[src/hdl/btnrep_pkg.sv]
// ============================================================================
// btnrep_pkg
// Shared types, constants and the key code table of the button auto-repeat
// tracker.
// ============================================================================
package btnrep_pkg;

   // Number of tracked buttons by default and width of the mask fields
   localparam int NUM_BUTTONS_DEF = 20;
   localparam int FIELD_W         = 20;
   localparam int BTN_ID_W        = 5;

   // Beat widths
   localparam int REQ_TDATA_W = 96;
   localparam int RSP_TDATA_W = 80;
   localparam int CSR_IDX_W   = 8;
   localparam int CSR_DATA_W  = 16;

   // Item kinds carried on req_tuser
   localparam logic OP_POLL  = 1'b0;
   localparam logic OP_EVENT = 1'b1;

   // Raw event type of a key
   localparam logic [15:0] KEY_TYPE = 16'h0001;

   // Register indexes and reset values
   localparam logic [CSR_IDX_W-1:0]  REG_DELAY      = 8'd0;
   localparam logic [CSR_IDX_W-1:0]  REG_INTERVAL   = 8'd1;
   localparam logic [CSR_DATA_W-1:0] DELAY_RST      = 16'd300;
   localparam logic [CSR_DATA_W-1:0] INTERVAL_RST   = 16'd100;

   // Controller to datapath commands
   typedef struct packed {
      logic poll_start;   // latch poll time, clear flags, clear sweep counter
      logic ev_apply;     // apply the key event on the request beat
      logic rd_en;        // read deadline at sweep counter, advance counter
      logic load_out;     // copy state into the result register
   } btnrep_cmd_type;

   // Datapath to controller status
   typedef struct packed {
      logic last;         // sweep counter on the last button
      logic out_free;     // result register can take a new beat
   } btnrep_sts_type;

   typedef struct packed {
      logic                hit;
      logic [BTN_ID_W-1:0] id;
   } btnrep_lookup_type;

   // Key code to button bit
   function automatic btnrep_lookup_type lookup_button(input logic [15:0] code);
      btnrep_lookup_type r;
      r.hit = 1'b1;
      r.id  = '0;
      unique case (code)
         16'd544: r.id = 5'd0;   // up
         16'd545: r.id = 5'd1;   // down
         16'd546: r.id = 5'd2;   // left
         16'd547: r.id = 5'd3;   // right
         16'd305: r.id = 5'd4;   // A
         16'd304: r.id = 5'd5;   // B
         16'd307: r.id = 5'd6;   // X
         16'd308: r.id = 5'd7;   // Y
         16'd315: r.id = 5'd8;   // start
         16'd314: r.id = 5'd9;   // select
         16'd316: r.id = 5'd10;  // menu
         16'd310: r.id = 5'd11;  // L1
         16'd312: r.id = 5'd12;  // L2
         16'd317: r.id = 5'd13;  // L3
         16'd311: r.id = 5'd14;  // R1
         16'd313: r.id = 5'd15;  // R2
         16'd318: r.id = 5'd16;  // R3
         16'd115: r.id = 5'd17;  // plus
         16'd114: r.id = 5'd18;  // minus
         16'd116: r.id = 5'd19;  // power
         default: r.hit = 1'b0;
      endcase
      return r;
   endfunction

endpackage

[src/hdl/btnrep_ctrl.sv]
// ============================================================================
// btnrep_ctrl
// Sequencer: takes one request beat at a time, walks the deadline sweep of a
// poll and hands the result to the output register.
// ============================================================================
module btnrep_ctrl (
   input  logic                      clock,
   input  logic                      reset,
   input  logic                      req_tvalid,
   output logic                      req_tready,
   input  logic                      req_tuser,
   input  btnrep_pkg::btnrep_sts_type sts,
   output btnrep_pkg::btnrep_cmd_type cmd
);

   localparam logic [1:0] S_IDLE  = 2'd0;
   localparam logic [1:0] S_SWEEP = 2'd1;
   localparam logic [1:0] S_FLUSH = 2'd2;
   localparam logic [1:0] S_DONE  = 2'd3;

   logic [1:0] state_ff;
   logic [1:0] state_in;

   // Next state and commands
   always_comb begin
      state_in       = state_ff;
      req_tready     = 1'b0;
      cmd.poll_start = 1'b0;
      cmd.ev_apply   = 1'b0;
      cmd.rd_en      = 1'b0;
      cmd.load_out   = 1'b0;
      unique case (state_ff)
         S_IDLE: begin
            req_tready = 1'b1;
            if (req_tvalid) begin
               if (req_tuser == btnrep_pkg::OP_POLL) begin
                  cmd.poll_start = 1'b1;
                  state_in       = S_SWEEP;
               end else begin
                  cmd.ev_apply = 1'b1;
                  state_in     = S_DONE;
               end
            end
         end
         S_SWEEP: begin
            cmd.rd_en = 1'b1;
            if (sts.last) begin
               state_in = S_FLUSH;
            end
         end
         // last write-back of the sweep lands here
         S_FLUSH: begin
            state_in = S_DONE;
         end
         S_DONE: begin
            if (sts.out_free) begin
               cmd.load_out = 1'b1;
               state_in     = S_IDLE;
            end
         end
         default: begin
            state_in = S_IDLE;
         end
      endcase
   end

   always_ff @(posedge clock) begin
      if (reset) begin
         state_ff <= S_IDLE;
      end else begin
         state_ff <= state_in;
      end
   end

endmodule

[src/hdl/btnrep_dp.sv]
// ============================================================================
// btnrep_dp
// Datapath: button state and flags, deadline memory with a two-stage sweep,
// configuration registers and the result register.
// ============================================================================
module btnrep_dp #(
   parameter int NUM_BUTTONS = btnrep_pkg::NUM_BUTTONS_DEF
) (
   input  logic                                 clock,
   input  logic                                 reset,
   input  btnrep_pkg::btnrep_cmd_type           cmd,
   output btnrep_pkg::btnrep_sts_type           sts,
   input  logic [btnrep_pkg::REQ_TDATA_W-1:0]   req_tdata,
   input  logic                                 csr_valid,
   input  logic [btnrep_pkg::CSR_IDX_W-1:0]     csr_index,
   input  logic [btnrep_pkg::CSR_DATA_W-1:0]    csr_wdata,
   output logic                                 rsp_tvalid,
   input  logic                                 rsp_tready,
   output logic [btnrep_pkg::RSP_TDATA_W-1:0]   rsp_tdata
);

   localparam int IDX_W = (NUM_BUTTONS > 1) ? $clog2(NUM_BUTTONS) : 1;
   localparam int FW    = btnrep_pkg::FIELD_W;

   // Configuration
   logic [15:0] delay_ff;
   logic [15:0] interval_ff;

   // Button state
   logic [31:0]            poll_time_ff, poll_time_in;
   logic [NUM_BUTTONS-1:0] held_ff, held_in;
   logic [NUM_BUTTONS-1:0] pressed_ff, pressed_in;
   logic [NUM_BUTTONS-1:0] released_ff, released_in;
   logic [NUM_BUTTONS-1:0] repeat_ff, repeat_in;

   // Sweep
   logic [IDX_W-1:0] cnt_ff, cnt_in;
   logic             wb_vld_ff;
   logic [IDX_W-1:0] wb_idx_ff;
   logic [31:0]      rd_data_ff;
   logic [31:0]      mem [NUM_BUTTONS];

   // Result register
   logic                               rsp_valid_ff, rsp_valid_in;
   logic [btnrep_pkg::RSP_TDATA_W-1:0] rsp_data_ff;

   // Request beat fields
   logic [31:0] now_ms;
   logic [15:0] ev_type;
   logic [15:0] ev_code;
   logic [31:0] ev_value;

   // Event decode
   btnrep_pkg::btnrep_lookup_type lk;
   logic                   ev_ok;
   logic                   ev_rel;
   logic [NUM_BUTTONS-1:0] ev_bit;
   logic                   press_new;

   // Write-back of the sweep
   logic                   wb_hit;
   logic [NUM_BUTTONS-1:0] wb_bit;

   // Memory write port
   logic             mem_we;
   logic [IDX_W-1:0] mem_waddr;
   logic [31:0]      mem_wdata;

   logic [31:0] held_ext, pressed_ext, released_ext, repeat_ext;

   assign now_ms   = req_tdata[31:0];
   assign ev_type  = req_tdata[47:32];
   assign ev_code  = req_tdata[63:48];
   assign ev_value = req_tdata[95:64];

   // Key event decode: values above one and unmapped codes drop out
   always_comb begin
      lk     = btnrep_pkg::lookup_button(ev_code);
      ev_rel = (ev_value == 32'd0);
      ev_ok  = (ev_type == btnrep_pkg::KEY_TYPE)
             && !(!ev_value[31] && (ev_value[30:1] != 30'd0))
             && lk.hit
             && (6'(lk.id) < 6'(NUM_BUTTONS));
      ev_bit    = NUM_BUTTONS'(1) << lk.id;
      press_new = ev_ok && !ev_rel && ((held_ff & ev_bit) == '0);
   end

   // Deadline compare on the entry read in the previous cycle
   assign wb_hit = wb_vld_ff && held_ff[wb_idx_ff] && (poll_time_ff >= rd_data_ff);
   assign wb_bit = NUM_BUTTONS'(1) << wb_idx_ff;

   // Memory write: arm on press, advance on repeat
   always_comb begin
      mem_we    = 1'b0;
      mem_waddr = wb_idx_ff;
      mem_wdata = rd_data_ff + 32'(interval_ff);
      if (cmd.ev_apply && press_new) begin
         mem_we    = 1'b1;
         mem_waddr = IDX_W'(lk.id);
         mem_wdata = poll_time_ff + 32'(delay_ff);
      end else if (wb_hit) begin
         mem_we = 1'b1;
      end
   end

   always_ff @(posedge clock) begin
      if (mem_we) begin
         mem[mem_waddr] <= mem_wdata;
      end
      if (cmd.rd_en) begin
         rd_data_ff <= mem[cnt_ff];
      end
   end

   // State and flag update
   always_comb begin
      poll_time_in = poll_time_ff;
      held_in      = held_ff;
      pressed_in   = pressed_ff;
      released_in  = released_ff;
      repeat_in    = repeat_ff;
      cnt_in       = cnt_ff;
      if (cmd.poll_start) begin
         poll_time_in = now_ms;
         pressed_in   = '0;
         released_in  = '0;
         repeat_in    = '0;
         cnt_in       = '0;
      end
      if (cmd.rd_en) begin
         cnt_in = cnt_ff + IDX_W'(1);
      end
      if (wb_hit) begin
         repeat_in = repeat_ff | wb_bit;
      end
      if (cmd.ev_apply && ev_ok) begin
         if (ev_rel) begin
            held_in     = held_ff & ~ev_bit;
            repeat_in   = repeat_ff & ~ev_bit;
            released_in = released_ff | ev_bit;
         end else if (press_new) begin
            held_in    = held_ff | ev_bit;
            pressed_in = pressed_ff | ev_bit;
            repeat_in  = repeat_ff | ev_bit;
         end
      end
   end

   always_ff @(posedge clock) begin
      if (reset) begin
         poll_time_ff <= '0;
         held_ff      <= '0;
         pressed_ff   <= '0;
         released_ff  <= '0;
         repeat_ff    <= '0;
         wb_vld_ff    <= 1'b0;
         cnt_ff       <= '0;
      end else begin
         poll_time_ff <= poll_time_in;
         held_ff      <= held_in;
         pressed_ff   <= pressed_in;
         released_ff  <= released_in;
         repeat_ff    <= repeat_in;
         wb_vld_ff    <= cmd.rd_en;
         cnt_ff       <= cnt_in;
      end
   end

   always_ff @(posedge clock) begin
      wb_idx_ff <= cnt_ff;
   end

   // Configuration writes; unknown indexes are dropped
   always_ff @(posedge clock) begin
      if (reset) begin
         delay_ff    <= btnrep_pkg::DELAY_RST;
         interval_ff <= btnrep_pkg::INTERVAL_RST;
      end else if (csr_valid) begin
         if (csr_index == btnrep_pkg::REG_DELAY) begin
            delay_ff <= csr_wdata;
         end
         if (csr_index == btnrep_pkg::REG_INTERVAL) begin
            interval_ff <= csr_wdata;
         end
      end
   end

   // Result register
   assign held_ext     = 32'(held_ff);
   assign pressed_ext  = 32'(pressed_ff);
   assign released_ext = 32'(released_ff);
   assign repeat_ext   = 32'(repeat_ff);

   always_comb begin
      rsp_valid_in = rsp_valid_ff;
      if (cmd.load_out) begin
         rsp_valid_in = 1'b1;
      end else if (rsp_tready) begin
         rsp_valid_in = 1'b0;
      end
   end

   always_ff @(posedge clock) begin
      if (reset) begin
         rsp_valid_ff <= 1'b0;
      end else begin
         rsp_valid_ff <= rsp_valid_in;
      end
   end

   always_ff @(posedge clock) begin
      if (cmd.load_out) begin
         rsp_data_ff <= {repeat_ext[FW-1:0], released_ext[FW-1:0],
                         pressed_ext[FW-1:0], held_ext[FW-1:0]};
      end
   end

   assign rsp_tvalid   = rsp_valid_ff;
   assign rsp_tdata    = rsp_data_ff;
   assign sts.last     = (cnt_ff == IDX_W'(NUM_BUTTONS - 1));
   assign sts.out_free = !rsp_valid_ff || rsp_tready;

endmodule

[src/hdl/button_event_autorepeat_tracker_top.sv]
// ============================================================================
// button_event_autorepeat_tracker_top
// Tracks held buttons from raw key events, with per-poll pressed, released
// and auto-repeat flags.
// ============================================================================
//
// channel   dir  handshake                 payload
// req       in   req_tvalid / req_tready   req_tuser: op; req_tdata: now_ms,
//                                           event_type, event_code, event_value
// rsp       out  rsp_tvalid / rsp_tready   rsp_tdata: held_mask, pressed_now,
//                                           released_now, repeated_now
// csr       in   csr_valid / csr_ready     csr_index, csr_wdata
//
// One request beat is worked at a time. An event beat is applied as it is taken;
// a poll beat runs the deadline sweep, which reads one memory entry per cycle,
// before its result goes to the output register.
// A result waiting in the output register does not block the next request;
// only the following result waits for it.
// Reset is synchronous; the deadline memory needs no clearing.
// csr_ready is always high.
//
module button_event_autorepeat_tracker_top #(
   parameter int NUM_BUTTONS = btnrep_pkg::NUM_BUTTONS_DEF
) (
   input  logic                                 clock,
   input  logic                                 reset,
   input  logic                                 req_tvalid,
   output logic                                 req_tready,
   // now_ms[31:0], event_type[47:32], event_code[63:48], event_value[95:64]
   input  logic [btnrep_pkg::REQ_TDATA_W-1:0]   req_tdata,
   // op[0]
   input  logic                                 req_tuser,
   output logic                                 rsp_tvalid,
   input  logic                                 rsp_tready,
   // held_mask[19:0], pressed_now[39:20], released_now[59:40],
   // repeated_now[79:60]
   output logic [btnrep_pkg::RSP_TDATA_W-1:0]   rsp_tdata,
   input  logic                                 csr_valid,
   output logic                                 csr_ready,
   input  logic [btnrep_pkg::CSR_IDX_W-1:0]     csr_index,
   input  logic [btnrep_pkg::CSR_DATA_W-1:0]    csr_wdata
);

   btnrep_pkg::btnrep_cmd_type cmd;
   btnrep_pkg::btnrep_sts_type sts;

   assign csr_ready = 1'b1;

   // Sequencer
   btnrep_ctrl u_ctrl (
      .clock      (clock),
      .reset      (reset),
      .req_tvalid (req_tvalid),
      .req_tready (req_tready),
      .req_tuser  (req_tuser),
      .sts        (sts),
      .cmd        (cmd)
   );

   // Datapath
   btnrep_dp #(
      .NUM_BUTTONS (NUM_BUTTONS)
   ) u_dp (
      .clock      (clock),
      .reset      (reset),
      .cmd        (cmd),
      .sts        (sts),
      .req_tdata  (req_tdata),
      .csr_valid  (csr_valid),
      .csr_index  (csr_index),
      .csr_wdata  (csr_wdata),
      .rsp_tvalid (rsp_tvalid),
      .rsp_tready (rsp_tready),
      .rsp_tdata  (rsp_tdata)
   );

endmodule

[config.mk]
export PLATFORM = sky130hd
export DESIGN_NAME = button_event_autorepeat_tracker_top
export DESIGN_NICKNAME = d
export VERILOG_FILES = /design/src/hdl/btnrep_pkg.sv /design/src/hdl/btnrep_ctrl.sv /design/src/hdl/btnrep_dp.sv /design/src/hdl/button_event_autorepeat_tracker_top.sv
export SDC_FILE = /design/constraint.sdc
export NUM_CORES = 1
export LEC_CHECK = 0
export ABC_AREA = 1
export ABC_CLOCK_PERIOD_IN_PS = 12700
export BUFFER_PORTS_ARGS = -buffer_cell sky130_fd_sc_hd__buf_2
export CORE_MARGIN = 5
export CORE_UTILIZATION = 38
export CTS_CLUSTER_DIAMETER = 200
export DETAILED_ROUTE_END_ITERATION = 8
export SKIP_LAST_GASP = 1
export SLEW_MARGIN = 5
export SYNTH_ARGS = -nofsm -noshare
export SYNTH_HDL_FRONTEND = slang
export SYNTH_SLANG_ARGS = --single-unit
[constraint.sdc]
create_clock -name clock -period 12.7 [get_ports clock]
set_clock_uncertainty 0.2 [all_clocks]
set_input_delay 0.635 -clock clock [delete_from_list [all_inputs] [get_ports clock]]
set_output_delay 0.635 -clock clock [all_outputs]
set_load 0.01 [all_outputs]
==> summary.txt <==
Status
  • Status: finished, final reports clean

STA
  • Period utilization: 40.5%
  • Max-slew violations: 0
  • Max frequency: 194 MHz
  • RSZ-0062 raised after global routing: false
  • Total negative slack: 0 ns
  • Actual slew at the worst max-slew pin: 1.30 ns
  • Final min period: 5.15 ns
  • Relative slew slack: 13.6%
  • Final WS setup: 7.55 ns
  • Final setup fails: 0
  • Final hold vios: 0

Place
  • Final HPWL DP: between 70000 and 80000 um
  • PortBufs: 207
  • Pre-CTS setup slack: just under 7 ns
  • GP Congestion: 0.908
  • Placed cell count: 5222

Setup path
  • Worst setup SP type: input pin
  • Setup Crit Path Kind: input pin to register
  • Crit path max fanout: 45
  • Crit path DAT: 5.23 ns
  • Worst path max stage delay: between 0.6 and 0.7 ns
  • Crit path capture type: register
  • Most frequent cell on the critical path: nand2_1
  • Crit path buf inv count: 3
  • Delay-heaviest family, CP: simple AND/OR/NAND/NOR gates
  • Slowest CP cell: nor2_4
  • Required time worst endpoint: around 13 ns
  • Crit-path cells: buf_2 > nor2_2 > nand2_1 > nor2_2 > nand2_1 > nand2_1 > inv_2 > nand2_1 > nor2_1 > nand3_1 > nand2_2 > nor2_4 > nand4_4 > nand2_1 > nand3_1 > nor2_4 > buf_4

Layout
  • Layout net count: between 4000 and 5000
  • Footprint of the multi-input gates: 0.0127 mm^2
  • Fill cell count: 9690
  • Proportion of layout cells with a drive suffix above 1: 12.3%
  • Most common cell after layout, fill and taps aside: edfxtp_1
  • Cell Count, Final, Fillers Out: 5422
  • Reg area: 0.0258 mm^2
  • Final core utilization: 44.1%
  • Area Growth Syn to Fin: 15.0%
  • Commonest non-fill, non-tap cells in the layout: 752 x edfxtp_1, 656 x nor2_1, 488 x nand2_1

Clocking
  • CTS sink cnt: roughly 900
  • Skew-Pair Late Insertion Delay: 0.70 ns
  • CTS Root Cell: clkbuf_16
  • # resized after CTS: 0
  • Htree depth: 3
  • Post-CTS setup buffer count: 0
  • CTS tree: done
  • Worst-case clock buffer depth: 3
  • Clock-pin slew on the worst setup and hold paths: 0.06 ns
  • Cts bufs inserted: 95
  • CTS Hold Bufs: 26

Global route
  • Largest net degree at the start of global routing: 210
  • Global Route Usage Sum: about 20%
  • Grt ovf: 0
  • Initial antenna violation count: 1
  • First-pass GRT wire length: 173000 um
  • Vias in the first global route: approximately 28000

Logic synthesis
  • Post-synth ARST share: 0%
  • Synth Cell Area: 0.0397 mm^2
  • Number of flops mapped to enable cells by yosys: 752
  • Mean post-synth cell area: 10.5 um^2
  • Post-synthesis register bit count: between 900 and 1000
  • Ys flop type: edfxtp_1
  • Register area share after synthesis: 64.8%
  • Post-Synthesis Cells: 3783
  • Yosys warns: 0
  • Cell variety after synth: 50
  • Synthesized Nets: between 3000 and 4000

Floorplan
  • Top-level port count: ~210
  • Initial Util: 38.3%
  • Row count: 118
  • DIE AREA: 0.111 mm^2
  • DIE WIDTH: roughly 330 um
  • Core area: 0.104 mm^2
  • Die height: 333 um

Drt
  • Post-Route WL: approximately 120000 um
  • DRT antenna net count: 0
  • Routed WL per cell: 21.4 um
  • Detailed Routing Iterations Pass 1: 6
  • Via count: a little under 30000
  • Via/cell ratio: 5.44
  • DRC viols: 0
  • Iteration-0 DRC Markers: 3275

Flow run
  • Max_cap viols: 0

Worst hold path
  • Hold Crit Class: input pin to register

Power
  • Pleak: between 0.015 and 0.02 uW
  • Pwr dens: 174 mW/mm^2
  • Worst ir drop on vdd: 140 uV
-- per-stage QoR --
step / area (um^2) / hold WS (ns) / total power (uW)
6_report: 45700 / 0.0382 / 7940
4_1_cts: 45700 / 0.000986 / 7970
2_1_floorplan: 39700 / 0.161 / 4670
3_3_place_gp: 42400 / 0.200 / 5250
5_1_grt: 45700 / 0.0215 / 8290
3_5_place_dp: 42400 / 0.201 / 5270
-- worst reg2reg max path: stages (launching register included) --
cell and delay (ns):
dfxtp_1 0.35, inv_1 0.09, ha_1 0.27, nand3_1 0.36, inv_1 0.39, nand4_4 0.62
nand2_1 0.38, nand3_1 0.44, nor2_4 0.67, buf_4 0.51
-- cell type report --
| type | instances | share of cell area [%] |
|---|---|---|
| repair buffers | 290 | 3.82 |
| flip-flops and latches | 910 | 56.4 |
| multi-input cells | 2475 | 27.8 |
| clock inverters | 51 | 1.02 |
| clock buffers | 122 | 5.65 |
| diodes | 1 | 0.00548 |
| well taps | 1380 | 3.78 |
| inverters | 193 | 1.61 |
-- sequential cells by signal (all words and copies together) (netlist names), named ones only --
signal,flops
u_dp.delay_ff,16
u_dp.pressed_ff,20
u_ctrl.state_ff,2
u_dp.rsp_tdata,80
u_dp.rsp_tvalid,1
u_dp.wb_vld_ff,1
u_dp.wb_idx_ff,5
u_dp.poll_time_ff,32
u_dp.mem,640
u_dp.repeat_ff,20
u_dp.released_ff,20
u_dp.rd_data_ff,32
u_dp.cnt_ff,5
u_dp.interval_ff,16
-- routing by layer --
metal / part of all wire (%) / up-vias / GRT usage, %
met5: 0 / - / 0
met4: 2.8 / 0 / 5.96
met3: 7.9 / 195 / 3.47
met2: 45 / 1129 / 30.8
met1: 45 / 14300 / 29.2
li1: - / 13900 / -
-- Yosys cell counts (3+ instances only) --
| cell | number | area (um^2) |
|---|---|---|
| edfxtp_1 | 752 | 22600 |
| nor2_1 | 678 | 2540 |
| nand2_1 | 488 | 1830 |
| o21ai_0 | 449 | 2250 |
| a21oi_1 | 178 | 891 |
| clkbuf_1 | 168 | 631 |
| inv_1 | 165 | 619 |
| dfxtp_1 | 158 | 3160 |
| nand3_1 | 102 | 510 |
| o22ai_1 | 91 | 569 |
| ha_1 | 69 | 863 |
| nand4_1 | 58 | 363 |
| o21ai_1 | 57 | 285 |
| o221ai_1 | 48 | 420 |
| nor3_1 | 41 | 205 |
| a31oi_1 | 39 | 244 |
| xor2_1 | 35 | 307 |
| inv_2 | 25 | 93.8 |
| a32o_1 | 24 | 240 |
| buf_2 | 18 | 90.1 |
| xnor2_1 | 17 | 149 |
| nor4_1 | 16 | 100 |
| o211ai_1 | 16 | 120 |
| a211oi_1 | 15 | 113 |
| buf_1 | 15 | 56.3 |
| nor2_2 | 9 | 56.3 |
| a21boi_0 | 5 | 37.5 |
| a41oi_1 | 4 | 35.0 |
| buf_4 | 4 | 30.0 |
| nand2_2 | 4 | 25.0 |
| a21o_1 | 3 | 22.5 |
| and3_1 | 3 | 18.8 |
| clkinv_1 | 3 | 11.3 |
| nor2_4 | 3 | 33.8 |
| o31ai_1 | 3 | 22.5 |
-- kinds of logic (layout without fill, tap and decap cells) --
kind of cell / count (synthesis) / after routing / synth area share (%)
and+or+nand+nor: 1410 / 1410 / 14.5
AOI/OAI and AO/OA: 940 / 940 / 13.4
DFF: 910 / 910 / 64.8
buffers and inverters: 398 / 656 / 3.85
adders and majority gates: 71 / 71 / 2.27
xor gates and xnor gates: 52 / 52 / 1.15
other: 1 / 2 / 0.00944
muxes: 1 / 1 / 0.0252
-- where the power goes --
part	leakage (uW)	internal (uW)	total [uW]	switching, uW
clock network	0.00147	1520	2710	1200
logic	0.00658	410	1570	1160
registers	0.00807	3580	3660	81.9
-- path summary, 6_finish.rpt --
path                                end                start  cells after the start  slack [ns]
setup reg to reg        u_dp.mem[4][23]   u_ctrl.state_ff[1]                      9        8.01
hold / removal    u_dp.poll_time_ff[21]        req_tdata[21]                      3        0.04
hold reg to reg      u_dp.rsp_tdata[45]  u_dp.released_ff[5]                      0        0.26
setup / recovery        u_dp.mem[4][23]        req_tdata[59]                     17        7.55
No activity file was read; power rests on OpenSTA's default activity.
